`config.mk`:
```
export PLATFORM = sky130hd
export DESIGN_NAME = servo_mode_and_calibration_control_flat
export DESIGN_NICKNAME = d
export VERILOG_FILES = /design/src/smc_pkg.sv /design/src/smc_if.sv /design/src/smc_angle.sv /design/src/smc_ctrl.sv /design/src/servo_mode_and_calibration_control.sv /design/src/flat_wrapper.sv
export SDC_FILE = /design/constraint.sdc
export NUM_CORES = 1
export LEC_CHECK = 0
export BUFFER_PORTS_ARGS = -buffer_cell sky130_fd_sc_hd__buf_2
export CAP_MARGIN = 25
export CORE_MARGIN = 2
export CORE_UTILIZATION = 55
export DETAILED_ROUTE_END_ITERATION = 16
export GPL_TIMING_DRIVEN = 0
export PLACE_DENSITY = 0.74
export SLEW_MARGIN = 0
export SYNTH_ARGS = -nofsm -noshare
export SYNTH_HDL_FRONTEND = slang
export SYNTH_SLANG_ARGS = --single-unit
```
`constraint.sdc`:
```
create_clock -name clk -period 27.8 [get_ports clk]
set_input_delay 2.78 -clock clk [delete_from_list [all_inputs] [get_ports clk]]
set_output_delay 2.78 -clock clk [all_outputs]
set_load 0.005 [all_outputs]
```
`src/smc_pkg.sv`:
```
`timescale 1ns / 1ps
// ----------------------------------------------------------------------------
// smc_pkg
// Shared types and constants of the servo mode and calibration control.
// ----------------------------------------------------------------------------
package smc_pkg;

	localparam int NOW_W    = 32;
	localparam int POT_W    = 12;
	localparam int MODE_W   = 2;
	localparam int SERVO_W  = 4;
	localparam int ANGLE_W  = 15;
	localparam int LOCK_W   = 16;
	localparam int COUNT_W  = 5;
	localparam int CFG_IDX_W = 1;
	localparam int CFG_DATA_W = 16;

	localparam int MAX_SERVOS_DEF = 16;
	localparam int SEL_LIMIT      = 16;

	// register indexes
	localparam logic [CFG_IDX_W-1:0] REG_LOCKOUT_MS  = 1'd0;
	localparam logic [CFG_IDX_W-1:0] REG_SERVO_COUNT = 1'd1;

	localparam logic [LOCK_W-1:0]  LOCKOUT_RST = 16'd300;
	localparam logic [COUNT_W-1:0] COUNT_RST   = 5'd1;

	// mode codes on the result channel
	localparam logic [MODE_W-1:0] MODE_RUN   = 2'd0;
	localparam logic [MODE_W-1:0] MODE_SLEEP = 2'd1;
	localparam logic [MODE_W-1:0] MODE_CAL   = 2'd2;

	localparam logic [NOW_W-1:0] TOGGLE_MS = 32'd2000;

	// pot to angle mapping, floor((pot - 1000) * pi_q13 / 2000 + 1/2)
	localparam logic [POT_W-1:0] POT_LOW  = 12'd1000;
	localparam logic [POT_W-1:0] POT_HIGH = 12'd3000;
	localparam int               PROD_W   = 35;
	localparam int               ANG_SHIFT = 20;
	localparam logic [PROD_W-1:0] ANG_MUL = 35'd13493076;
	localparam logic [PROD_W-1:0] ANG_RND = 35'd524288;
	localparam logic [ANGLE_W-1:0] HALF_PI_Q13 = 15'd12868;

	typedef enum logic [2:0] {
		ST_RUN   = 3'b001,
		ST_SLEEP = 3'b010,
		ST_CAL   = 3'b100
	} mode_st_t;

	typedef struct packed {
		logic [NOW_W-1:0] now_ms;
		logic             square;
		logic             thin1;
		logic             thin2;
	} smc_btn_t;

	typedef struct packed {
		logic [MODE_W-1:0]  mode;
		logic [SERVO_W-1:0] servo;
		logic               cal;
	} smc_ctrl_t;

endpackage

```
`src/smc_if.sv`:
```
`timescale 1ns / 1ps
// ----------------------------------------------------------------------------
// smc_if
// Valid/ready channels for update items and result items.
// ----------------------------------------------------------------------------
interface smc_in_if import smc_pkg::*; ();
	logic               valid;
	logic               ready;
	logic [NOW_W-1:0]   now_ms;
	logic               square_pressed;
	logic               thin1_pressed;
	logic               thin2_pressed;
	logic [POT_W-1:0]   pot_reading;

	modport source (output valid, now_ms, square_pressed, thin1_pressed, thin2_pressed,
		pot_reading, input ready);
	modport sink (input valid, now_ms, square_pressed, thin1_pressed, thin2_pressed,
		pot_reading, output ready);
endinterface

interface smc_out_if import smc_pkg::*; ();
	logic                      valid;
	logic                      ready;
	logic [MODE_W-1:0]         mode;
	logic [SERVO_W-1:0]        selected_servo;
	logic                      angle_valid;
	logic signed [ANGLE_W-1:0] target_angle;

	modport source (output valid, mode, selected_servo, angle_valid, target_angle,
		input ready);
	modport sink (input valid, mode, selected_servo, angle_valid, target_angle,
		output ready);
endinterface

```
`src/smc_angle.sv`:
```
`timescale 1ns / 1ps
// ----------------------------------------------------------------------------
// smc_angle
// Clamps the pot sample to 1000..3000 and maps it to -pi/2..pi/2 in Q2.13.
// ----------------------------------------------------------------------------
module smc_angle import smc_pkg::*; (
	input  logic [POT_W-1:0]          pot,
	output logic signed [ANGLE_W-1:0] angle
);

	logic [POT_W-1:0]   pot_c;
	logic [10:0]        span;
	logic [PROD_W-1:0]  prod;
	logic [PROD_W-1:0]  sum;
	logic [ANGLE_W-1:0] scaled;

	always_comb begin
		if (pot < POT_LOW) begin
			pot_c = POT_LOW;
		end else if (pot > POT_HIGH) begin
			pot_c = POT_HIGH;
		end else begin
			pot_c = pot;
		end
	end

	assign span   = 11'(pot_c - POT_LOW);
	// reciprocal multiply, exact for the clamped span
	assign prod   = PROD_W'(span) * ANG_MUL;
	assign sum    = prod + ANG_RND;
	assign scaled = sum[ANG_SHIFT +: ANGLE_W];
	assign angle  = $signed(scaled - HALF_PI_Q13);

endmodule

```
`src/smc_ctrl.sv`:
```
`timescale 1ns / 1ps
// ----------------------------------------------------------------------------
// smc_ctrl
// Mode, toggle time stamp, lockout and servo selection state.
// ----------------------------------------------------------------------------
module smc_ctrl import smc_pkg::*; #(
	parameter int MAX_SERVOS = MAX_SERVOS_DEF
) (
	input  logic               clk,
	input  logic               arst_n,
	input  logic               step,
	input  smc_btn_t           btn,
	input  logic [LOCK_W-1:0]  lockout_ms,
	input  logic [COUNT_W-1:0] servo_count,
	output smc_ctrl_t          res
);

	localparam int NMAX = (MAX_SERVOS < SEL_LIMIT) ? MAX_SERVOS : SEL_LIMIT;
	localparam logic [COUNT_W-1:0] NMAX_L = COUNT_W'(NMAX);

	mode_st_t           mode_q;
	logic [NOW_W-1:0]   toggle_time_q;
	logic               lock_q;
	logic [NOW_W-1:0]   lock_time_q;
	logic [SERVO_W-1:0] servo_q;

	mode_st_t           mode_1;
	mode_st_t           mode_2;
	logic               tog;
	logic               both;
	logic               enter;
	logic               leave;
	logic               lock_1;
	logic               lock_2;
	logic               lock_n;
	logic [NOW_W-1:0]   lock_time_n;
	logic               sel;
	logic [COUNT_W-1:0] cnt;
	logic [SERVO_W-1:0] last;
	logic [COUNT_W-1:0] up;
	logic [SERVO_W-1:0] servo_n;
	logic [MODE_W-1:0]  mode_code;

	assign both = btn.thin1 && btn.thin2;
	assign tog  = btn.square && (mode_q != ST_CAL) && ((btn.now_ms - toggle_time_q) > TOGGLE_MS);

	always_comb begin
		mode_1 = mode_q;
		if (tog) begin
			case (mode_q)
				ST_RUN:   mode_1 = ST_SLEEP;
				ST_SLEEP: mode_1 = ST_RUN;
				default:  mode_1 = mode_q;
			endcase
		end
	end

	assign enter  = (mode_1 == ST_RUN) && both && !lock_q;
	assign leave  = (mode_1 == ST_CAL) && both && !lock_q;
	assign mode_2 = enter ? ST_CAL : (leave ? ST_RUN : mode_1);
	assign lock_1 = lock_q || enter || leave;

	// effective servo count, 1..min(MAX_SERVOS, 16)
	always_comb begin
		if (servo_count == '0) begin
			cnt = COUNT_W'(1);
		end else if (servo_count > NMAX_L) begin
			cnt = NMAX_L;
		end else begin
			cnt = servo_count;
		end
	end

	assign last = SERVO_W'(cnt - COUNT_W'(1));
	assign up   = COUNT_W'(servo_q) + COUNT_W'(1);
	assign sel  = (mode_2 == ST_CAL) && !lock_1;

	always_comb begin
		servo_n     = servo_q;
		lock_2      = lock_1;
		lock_time_n = (enter || leave) ? btn.now_ms : lock_time_q;
		if (sel) begin
			if (btn.square || btn.thin1 || btn.thin2) begin
				lock_2      = 1'b1;
				lock_time_n = btn.now_ms;
			end
			if (btn.thin1) begin
				servo_n = (up > COUNT_W'(last)) ? '0 : SERVO_W'(up);
			end else if (btn.thin2) begin
				servo_n = (servo_q == '0) ? last : servo_q - SERVO_W'(1);
			end
		end
	end

	// lockout expiry
	assign lock_n = lock_2 && !((btn.now_ms - lock_time_n) > NOW_W'(lockout_ms));

	always_ff @(posedge clk or negedge arst_n) begin
		if (!arst_n) begin
			mode_q        <= ST_SLEEP;
			toggle_time_q <= '0;
			lock_q        <= 1'b0;
			lock_time_q   <= '0;
			servo_q       <= '0;
		end else if (step) begin
			mode_q      <= mode_2;
			lock_q      <= lock_n;
			lock_time_q <= lock_time_n;
			servo_q     <= servo_n;
			if (tog) begin
				toggle_time_q <= btn.now_ms;
			end
		end
	end

	always_comb begin
		case (mode_2)
			ST_RUN:   mode_code = MODE_RUN;
			ST_SLEEP: mode_code = MODE_SLEEP;
			ST_CAL:   mode_code = MODE_CAL;
			default:  mode_code = MODE_SLEEP;
		endcase
	end

	assign res.mode  = mode_code;
	assign res.servo = servo_n;
	assign res.cal   = (mode_2 == ST_CAL);

endmodule

```
`src/servo_mode_and_calibration_control.sv`:
```
`timescale 1ns / 1ps
// ----------------------------------------------------------------------------
// servo_mode_and_calibration_control
// Run/sleep/calibrate mode control with servo selection and pot angle mapping.
// ----------------------------------------------------------------------------
//  channel | dir | payload                                              | transfer
//  in_ch   | in  | now_ms, square/thin1/thin2_pressed, pot_reading      | valid & ready
//  out_ch  | out | mode, selected_servo, angle_valid, target_angle      | valid & ready
//  cfg     | in  | cfg_index, cfg_wdata                                 | cfg_we
//
//  input transfer to result valid: through the input register, then the result register
//  one item per cycle sustained while out_ch.ready is high; the mode and lockout
//  state update as the item leaves the input register for the result register
//  a stalled result register holds one item and the input register one more
//  reset: sleeping, no lockout, servo 0, lockout_ms 300, servo_count 1
// ----------------------------------------------------------------------------
module servo_mode_and_calibration_control import smc_pkg::*; #(
	parameter int MAX_SERVOS = MAX_SERVOS_DEF
) (
	input  logic                  clk,
	input  logic                  arst_n,
	smc_in_if.sink                in_ch,
	smc_out_if.source             out_ch,
	input  logic                  cfg_we,
	input  logic [CFG_IDX_W-1:0]  cfg_index,
	input  logic [CFG_DATA_W-1:0] cfg_wdata
);

	logic [LOCK_W-1:0]  lockout_q;
	logic [COUNT_W-1:0] count_q;

	logic               v_s1;
	smc_btn_t           btn_s1;
	logic [POT_W-1:0]   pot_s1;

	logic                      v_s2;
	logic [MODE_W-1:0]         mode_s2;
	logic [SERVO_W-1:0]        servo_s2;
	logic                      aval_s2;
	logic signed [ANGLE_W-1:0] angle_s2;

	logic                      adv;
	logic                      take;
	smc_ctrl_t                 ctrl;
	logic signed [ANGLE_W-1:0] angle;

	assign adv          = v_s1 && (!v_s2 || out_ch.ready);
	assign in_ch.ready  = !v_s1 || adv;
	assign take         = in_ch.valid && in_ch.ready;

	always_ff @(posedge clk or negedge arst_n) begin
		if (!arst_n) begin
			lockout_q <= LOCKOUT_RST;
			count_q   <= COUNT_RST;
		end else if (cfg_we) begin
			case (cfg_index)
				REG_LOCKOUT_MS:  lockout_q <= cfg_wdata[LOCK_W-1:0];
				REG_SERVO_COUNT: count_q   <= cfg_wdata[COUNT_W-1:0];
				default:         ;
			endcase
		end
	end

	always_ff @(posedge clk or negedge arst_n) begin
		if (!arst_n) begin
			v_s1 <= 1'b0;
		end else if (take) begin
			v_s1 <= 1'b1;
		end else if (adv) begin
			v_s1 <= 1'b0;
		end
	end

	always_ff @(posedge clk) begin
		if (take) begin
			btn_s1.now_ms <= in_ch.now_ms;
			btn_s1.square <= in_ch.square_pressed;
			btn_s1.thin1  <= in_ch.thin1_pressed;
			btn_s1.thin2  <= in_ch.thin2_pressed;
			pot_s1        <= in_ch.pot_reading;
		end
	end

	smc_ctrl #(
		.MAX_SERVOS (MAX_SERVOS)
	) u_ctrl (
		.clk         (clk),
		.arst_n      (arst_n),
		.step        (adv),
		.btn         (btn_s1),
		.lockout_ms  (lockout_q),
		.servo_count (count_q),
		.res         (ctrl)
	);

	smc_angle u_angle (
		.pot   (pot_s1),
		.angle (angle)
	);

	always_ff @(posedge clk or negedge arst_n) begin
		if (!arst_n) begin
			v_s2 <= 1'b0;
		end else if (adv) begin
			v_s2 <= 1'b1;
		end else if (out_ch.ready) begin
			v_s2 <= 1'b0;
		end
	end

	always_ff @(posedge clk) begin
		if (adv) begin
			mode_s2  <= ctrl.mode;
			servo_s2 <= ctrl.servo;
			aval_s2  <= ctrl.cal;
			angle_s2 <= ctrl.cal ? angle : '0;
		end
	end

	assign out_ch.valid          = v_s2;
	assign out_ch.mode           = mode_s2;
	assign out_ch.selected_servo = servo_s2;
	assign out_ch.angle_valid    = aval_s2;
	assign out_ch.target_angle   = angle_s2;

	a_aval_mode: assert property (@(posedge clk) disable iff (!arst_n)
		v_s2 |-> (aval_s2 == (mode_s2 == MODE_CAL)))
		else $error("angle_valid does not follow calibrating mode");

	a_angle_zero: assert property (@(posedge clk) disable iff (!arst_n)
		(v_s2 && !aval_s2) |-> (angle_s2 == '0))
		else $error("angle not zero outside calibration");

	a_angle_range: assert property (@(posedge clk) disable iff (!arst_n)
		v_s2 |-> (angle_s2 <= $signed(HALF_PI_Q13) && angle_s2 >= -$signed(HALF_PI_Q13)))
		else $error("angle outside -pi/2..pi/2");

	a_mode_code: assert property (@(posedge clk) disable iff (!arst_n)
		adv |=> (mode_s2 == MODE_RUN || mode_s2 == MODE_SLEEP || mode_s2 == MODE_CAL))
		else $error("illegal mode code in result");

endmodule
```
`src/flat_wrapper.sv`:
```
// flat-port wrapper written by rule: the top's interface ports become plain ports
module servo_mode_and_calibration_control_flat import smc_pkg::*;
#(
	parameter int MAX_SERVOS = MAX_SERVOS_DEF
)
  (clk, arst_n, cfg_we, cfg_index, cfg_wdata, in_ch_valid, in_ch_now_ms, in_ch_square_pressed, in_ch_thin1_pressed, in_ch_thin2_pressed, in_ch_pot_reading, in_ch_ready, out_ch_valid, out_ch_mode, out_ch_selected_servo, out_ch_angle_valid, out_ch_target_angle, out_ch_ready);
  smc_in_if in_ch_i ();
  smc_out_if out_ch_i ();
  input  logic clk;
  input  logic arst_n;
  input  logic cfg_we;
  input  logic [CFG_IDX_W-1:0] cfg_index;
  input  logic [CFG_DATA_W-1:0] cfg_wdata;
  input wire logic [$bits(in_ch_i.valid)-1:0] in_ch_valid;
  input wire logic [$bits(in_ch_i.now_ms)-1:0] in_ch_now_ms;
  input wire logic [$bits(in_ch_i.square_pressed)-1:0] in_ch_square_pressed;
  input wire logic [$bits(in_ch_i.thin1_pressed)-1:0] in_ch_thin1_pressed;
  input wire logic [$bits(in_ch_i.thin2_pressed)-1:0] in_ch_thin2_pressed;
  input wire logic [$bits(in_ch_i.pot_reading)-1:0] in_ch_pot_reading;
  output wire logic [$bits(in_ch_i.ready)-1:0] in_ch_ready;
  output wire logic [$bits(out_ch_i.valid)-1:0] out_ch_valid;
  output wire logic [$bits(out_ch_i.mode)-1:0] out_ch_mode;
  output wire logic [$bits(out_ch_i.selected_servo)-1:0] out_ch_selected_servo;
  output wire logic [$bits(out_ch_i.angle_valid)-1:0] out_ch_angle_valid;
  output wire logic [$bits(out_ch_i.target_angle)-1:0] out_ch_target_angle;
  input wire logic [$bits(out_ch_i.ready)-1:0] out_ch_ready;
  assign in_ch_i.valid = in_ch_valid;
  assign in_ch_i.now_ms = in_ch_now_ms;
  assign in_ch_i.square_pressed = in_ch_square_pressed;
  assign in_ch_i.thin1_pressed = in_ch_thin1_pressed;
  assign in_ch_i.thin2_pressed = in_ch_thin2_pressed;
  assign in_ch_i.pot_reading = in_ch_pot_reading;
  assign in_ch_ready = in_ch_i.ready;
  assign out_ch_valid = out_ch_i.valid;
  assign out_ch_mode = out_ch_i.mode;
  assign out_ch_selected_servo = out_ch_i.selected_servo;
  assign out_ch_angle_valid = out_ch_i.angle_valid;
  assign out_ch_target_angle = out_ch_i.target_angle;
  assign out_ch_i.ready = out_ch_ready;
  servo_mode_and_calibration_control #(.MAX_SERVOS(MAX_SERVOS)) u_core (.clk(clk), .arst_n(arst_n), .in_ch(in_ch_i), .out_ch(out_ch_i), .cfg_we(cfg_we), .cfg_index(cfg_index), .cfg_wdata(cfg_wdata));
endmodule
```
==> metrics.md <==
| Metric | Value |
|---|---|
| RSZ-0062 raised after global routing | `false` |
| Max-cap viol count | `0` |
| Depth of the CTS H-tree | `4` |
| Placed wire-length estimate after detailed placement | `29000 um` |
| Register area share after synthesis | `28.0%` |
| Syn. warnings | `0` |
| Startpoint type of the worst setup path | `flop` |
| Yosys cell types | `about 100` |
| Site Rows | `62` |
| Min-Delay Startpoint | `u_core.v_s1` |
| Chip width | `about 170 um` |
| Number of global-route vias before repair | `12394` |
| Post-route cell area | `17500 sq um` |
| Full die area | `30300 sq um` |
| Met3 demand-to-capacity share in global routing | `a little over 3%` |
| Busiest grt layer | `met2` |
| Total inserted antenna cells | `0` |
| Root buffer cell | `sky130_fd_sc_hd__clkbuf_16` |
| Run status | `completed` |
| Slowest stage cell, crit path | `sky130_fd_sc_hd__xnor2_1` |
| Share of final-layout standard cells stronger than drive strength 1 | `around an eighth` |
| Post-detailed-route via-to-cell ratio | `approximately 5.8` |
| Headroom to the max-slew limit | `31.6%` |
| Synthesized instance count | `1653` |
| Largest cells by area after synthesis | `sky130_fd_sc_hd__ha_1 (14%), sky130_fd_sc_hd__dfrtp_1 (14%), sky130_fd_sc_hd__edfxtp_1 (13%)` |
| Count of unresolved DRC violations after routing | `0` |
| Wire length of the first global-routing pass | `60900 um` |
| Pin count of the biggest net entering global routing | `just under 60` |
| Placeable Area | `28600 sq um` |
| TritonCTS clock tree | `built` |
| Net count after synthesis | `1983` |
| CP Data Arrival Time | `roughly 11000 ps` |
| Standard cell area after detailed placement | `16900 sq um` |
| Final global-route overflow total | `0` |
| Most area-hungry cell type in the Yosys netlist | `sky130_fd_sc_hd__ha_1` |
| Most common cell after layout, fill and taps aside | `sky130_fd_sc_hd__ha_1` |
| Max-slew violation count | `0` |
| Buffers on Ports | `a little over 90` |
| Total length of routed wires | `~37000 um` |
| FMAX | `about 95 MHz` |
| Endpoint with the worst hold slack | `u_core.out_ch.valid` |
| Endpoint class of the critical path | `flop` |
| Initial cell density of the core | `55.6%` |
| Worst-case clock buffer depth | `2` |
| Global-route usage over all layers | `25.0%` |
| Post-layout minimum cycle time | `approximately 10000 ps` |
| Prevailing post-synth register cell | `sky130_fd_sc_hd__dfrtp_1` |
| GR met2 Demand/Resource | `43.2%` |
| Worst R2R Setup Slack | `between 15000 and 20000 ps` |
| Post-synth EDFFs | `69` |
| Insertion delay to the later sink of the worst-skew pair | `470 ps` |
| Vias after detailed routing | `12600` |
| Share of Yosys cell area claimed by the top area cell type | `between 10 and 15%` |
| ANT nets after route | `0` |
| Final hold viol count | `0` |
| Clock transition at path regs | `~70 ps` |
| Area Growth Syn to Fin | `10.0%` |
| Startpoint-to-endpoint class of the critical path | `reg -> reg` |
| Startpoint of the worst setup timing path | `u_core.pot_s1[2]` |
| Final setup TNS | `0 ps` |
| Transition time at the pin with the least slew margin | `1000 ps` |
| Worst Path Required | `between 20000 and 30000 ps` |
| Fillers | `2382` |
| Critical Path Max Stage Delay | `720 ps` |
| Drt wl/cell | `17.1 um` |
| Worst hold path type | `reg -> reg` |
| Drt first-iter violations | `737` |
| Pre-antenna DRT Iters | `5` |
| Global Route met1 Usage | `31.6%` |
| Initial antenna violation count | `0` |
| Number of setup buffers added after CTS | `0` |
| Post-CTS sizing | `0` |
| Leading cell types in the layout, fill and taps excluded | `sky130_fd_sc_hd__ha_1 (184), sky130_fd_sc_hd__inv_1 (182), sky130_fd_sc_hd__nand2_1 (128), sky130_fd_sc_hd__o21ai_0 (113), sky130_fd_sc_hd__buf_2 (98)` |
| Cell area after synthesis | `around 16000 sq um` |
| Post-CTS Hold Buffers | `0` |
| Clock buffers created by TritonCTS | `17` |
| Net count, final | `2097` |
| Origin of the critical flop-to-flop path | `u_core.pot_s1[2]` |
| Final Skew | `approximately 15 ps` |
| I/O Pins | `93` |
| Average cell area after synthesis | `around 9.6 sq um` |
| Yosys reg bits | `164` |
| Number of cells on the worst reg-to-reg path | `36` |
| Endpoints failing setup | `0` |
| Clock sink total | `164` |
| Fraction of registers with async set/reset | `57.9%` |
| Vertical die dimension | `174 um` |
| Capture point of the worst reg-to-reg path | `u_core.out_ch.target_angle[14]` |
| Final critical-path share of the clock period | `37.7%` |
| Worst-path maximum fanout | `8` |
| Routability cong. | `0.939` |
| Hold path depth | `1` |
worst max path at each step:
stage | to | slack [ps] | cells after the start
floorplan | u_core.out_ch.target_angle[14] | 18560 | 37
global placement | u_core.out_ch.target_angle[14] | 16760 | 35
detailed placement | u_core.out_ch.target_angle[14] | 16730 | 35
CTS | u_core.out_ch.target_angle[14] | 16650 | 35
global route | u_core.out_ch.target_angle[14] | 16680 | 36
finish | u_core.out_ch.target_angle[14] | 17320 | 36
cells in the mapped netlist, types with 17 or more instances:
cell	number
sky130_fd_sc_hd__ha_1	184
sky130_fd_sc_hd__inv_1	182
sky130_fd_sc_hd__nand2_1	128
sky130_fd_sc_hd__o21ai_0	113
sky130_fd_sc_hd__a21oi_1	89
sky130_fd_sc_hd__dfrtp_1	89
sky130_fd_sc_hd__nor2_1	87
sky130_fd_sc_hd__fa_1	77
sky130_fd_sc_hd__edfxtp_1	69
sky130_fd_sc_hd__xnor2_1	53
sky130_fd_sc_hd__a21o_1	44
sky130_fd_sc_hd__mux2i_1	40
sky130_fd_sc_hd__nand3_1	37
sky130_fd_sc_hd__nor3_1	32
sky130_fd_sc_hd__clkbuf_1	30
sky130_fd_sc_hd__mux2_4	30
sky130_fd_sc_hd__xor2_1	28
sky130_fd_sc_hd__nor2b_1	25
sky130_fd_sc_hd__a211oi_1	19
sky130_fd_sc_hd__nand2b_1	17
sky130_fd_sc_hd__nand4_1	17
sky130_fd_sc_hd__o21a_1	17
flip-flops by register name, summed over array words and instances (netlist names), 2 cells and up:
name,cells
u_core.btn_s1,35
u_core.u_ctrl.lock_time_q,32
u_core.u_ctrl.toggle_time_q,32
u_core.lockout_q,16
u_core.out_ch.target_angle,15
u_core.pot_s1,12
u_core.count_q,5
u_core.out_ch.selected_servo,4
u_core.u_ctrl.servo_q,4
u_core.u_ctrl.mode_q,3
u_core.out_ch.mode,2
cells by family (layout without fill, tap and decap cells):
logic type                 after synthesis  after routing  share of synthesized area, %
muxes                                   84             84                          6.41
xor gates and xnor gates                81             81                          4.46
DFF                                    164            164                          28.0
and+or+nand+nor                        408            408                          13.0
AOI/OAI and AO/OA                      430            430                          18.5
buffers and inverters                  225            352                          5.55
adders and majority gates              261            261                          24.1
final cells by class:
type | count | area [sq um] | area share, %
Buffer | 43 | 201 | 1.15
Clock buffer | 18 | 439 | 2.51
Clock inverter | 14 | 153 | 0.872
Inverter | 182 | 683 | 3.90
Multi-Input combinational cell | 1264 | 10600 | 60.4
Sequential cell | 164 | 4460 | 25.5
Tap cell | 384 | 480 | 2.74
Timing Repair Buffer | 95 | 518 | 2.96
per-stage QoR:
step	instances	hold slack, ps	utilization, %	setup WS (ps)
after floorplan	1653	454	-	18560
after global placement	2129	464	58.9	16760
after detailed placement	2131	478	59.1	16730
after CTS	2163	483	61.2	16650
after global routing	2164	504	61.2	16680
final	2164	487	61.2	17320
worst max-delay path, delay by kind of cell (launching register included):
family | cells | cell delay, ps
AO/OA/AOI/OAI | 7 | 2130
XOR/XNOR | 3 | 1170
adder cells (fa/ha/maj) | 8 | 3400
buffers and inverters | 6 | 910
flip-flops | 1 | 370
multiplexers | 1 | 280
AND/OR/NAND/NOR | 11 | 1950
layer usage:
layer	vias to the layer above	share of wire (%)	routed length (um)
li1	6176	-	-
met1	6056	44	16500
met2	298	49	18200
met3	70	3.0	1120
met4	0	3.5	1310
met5	-	0	0
Power is not shown: default switching activity piles up to over one toggle a cycle in this logic, so the estimate is an artifact.
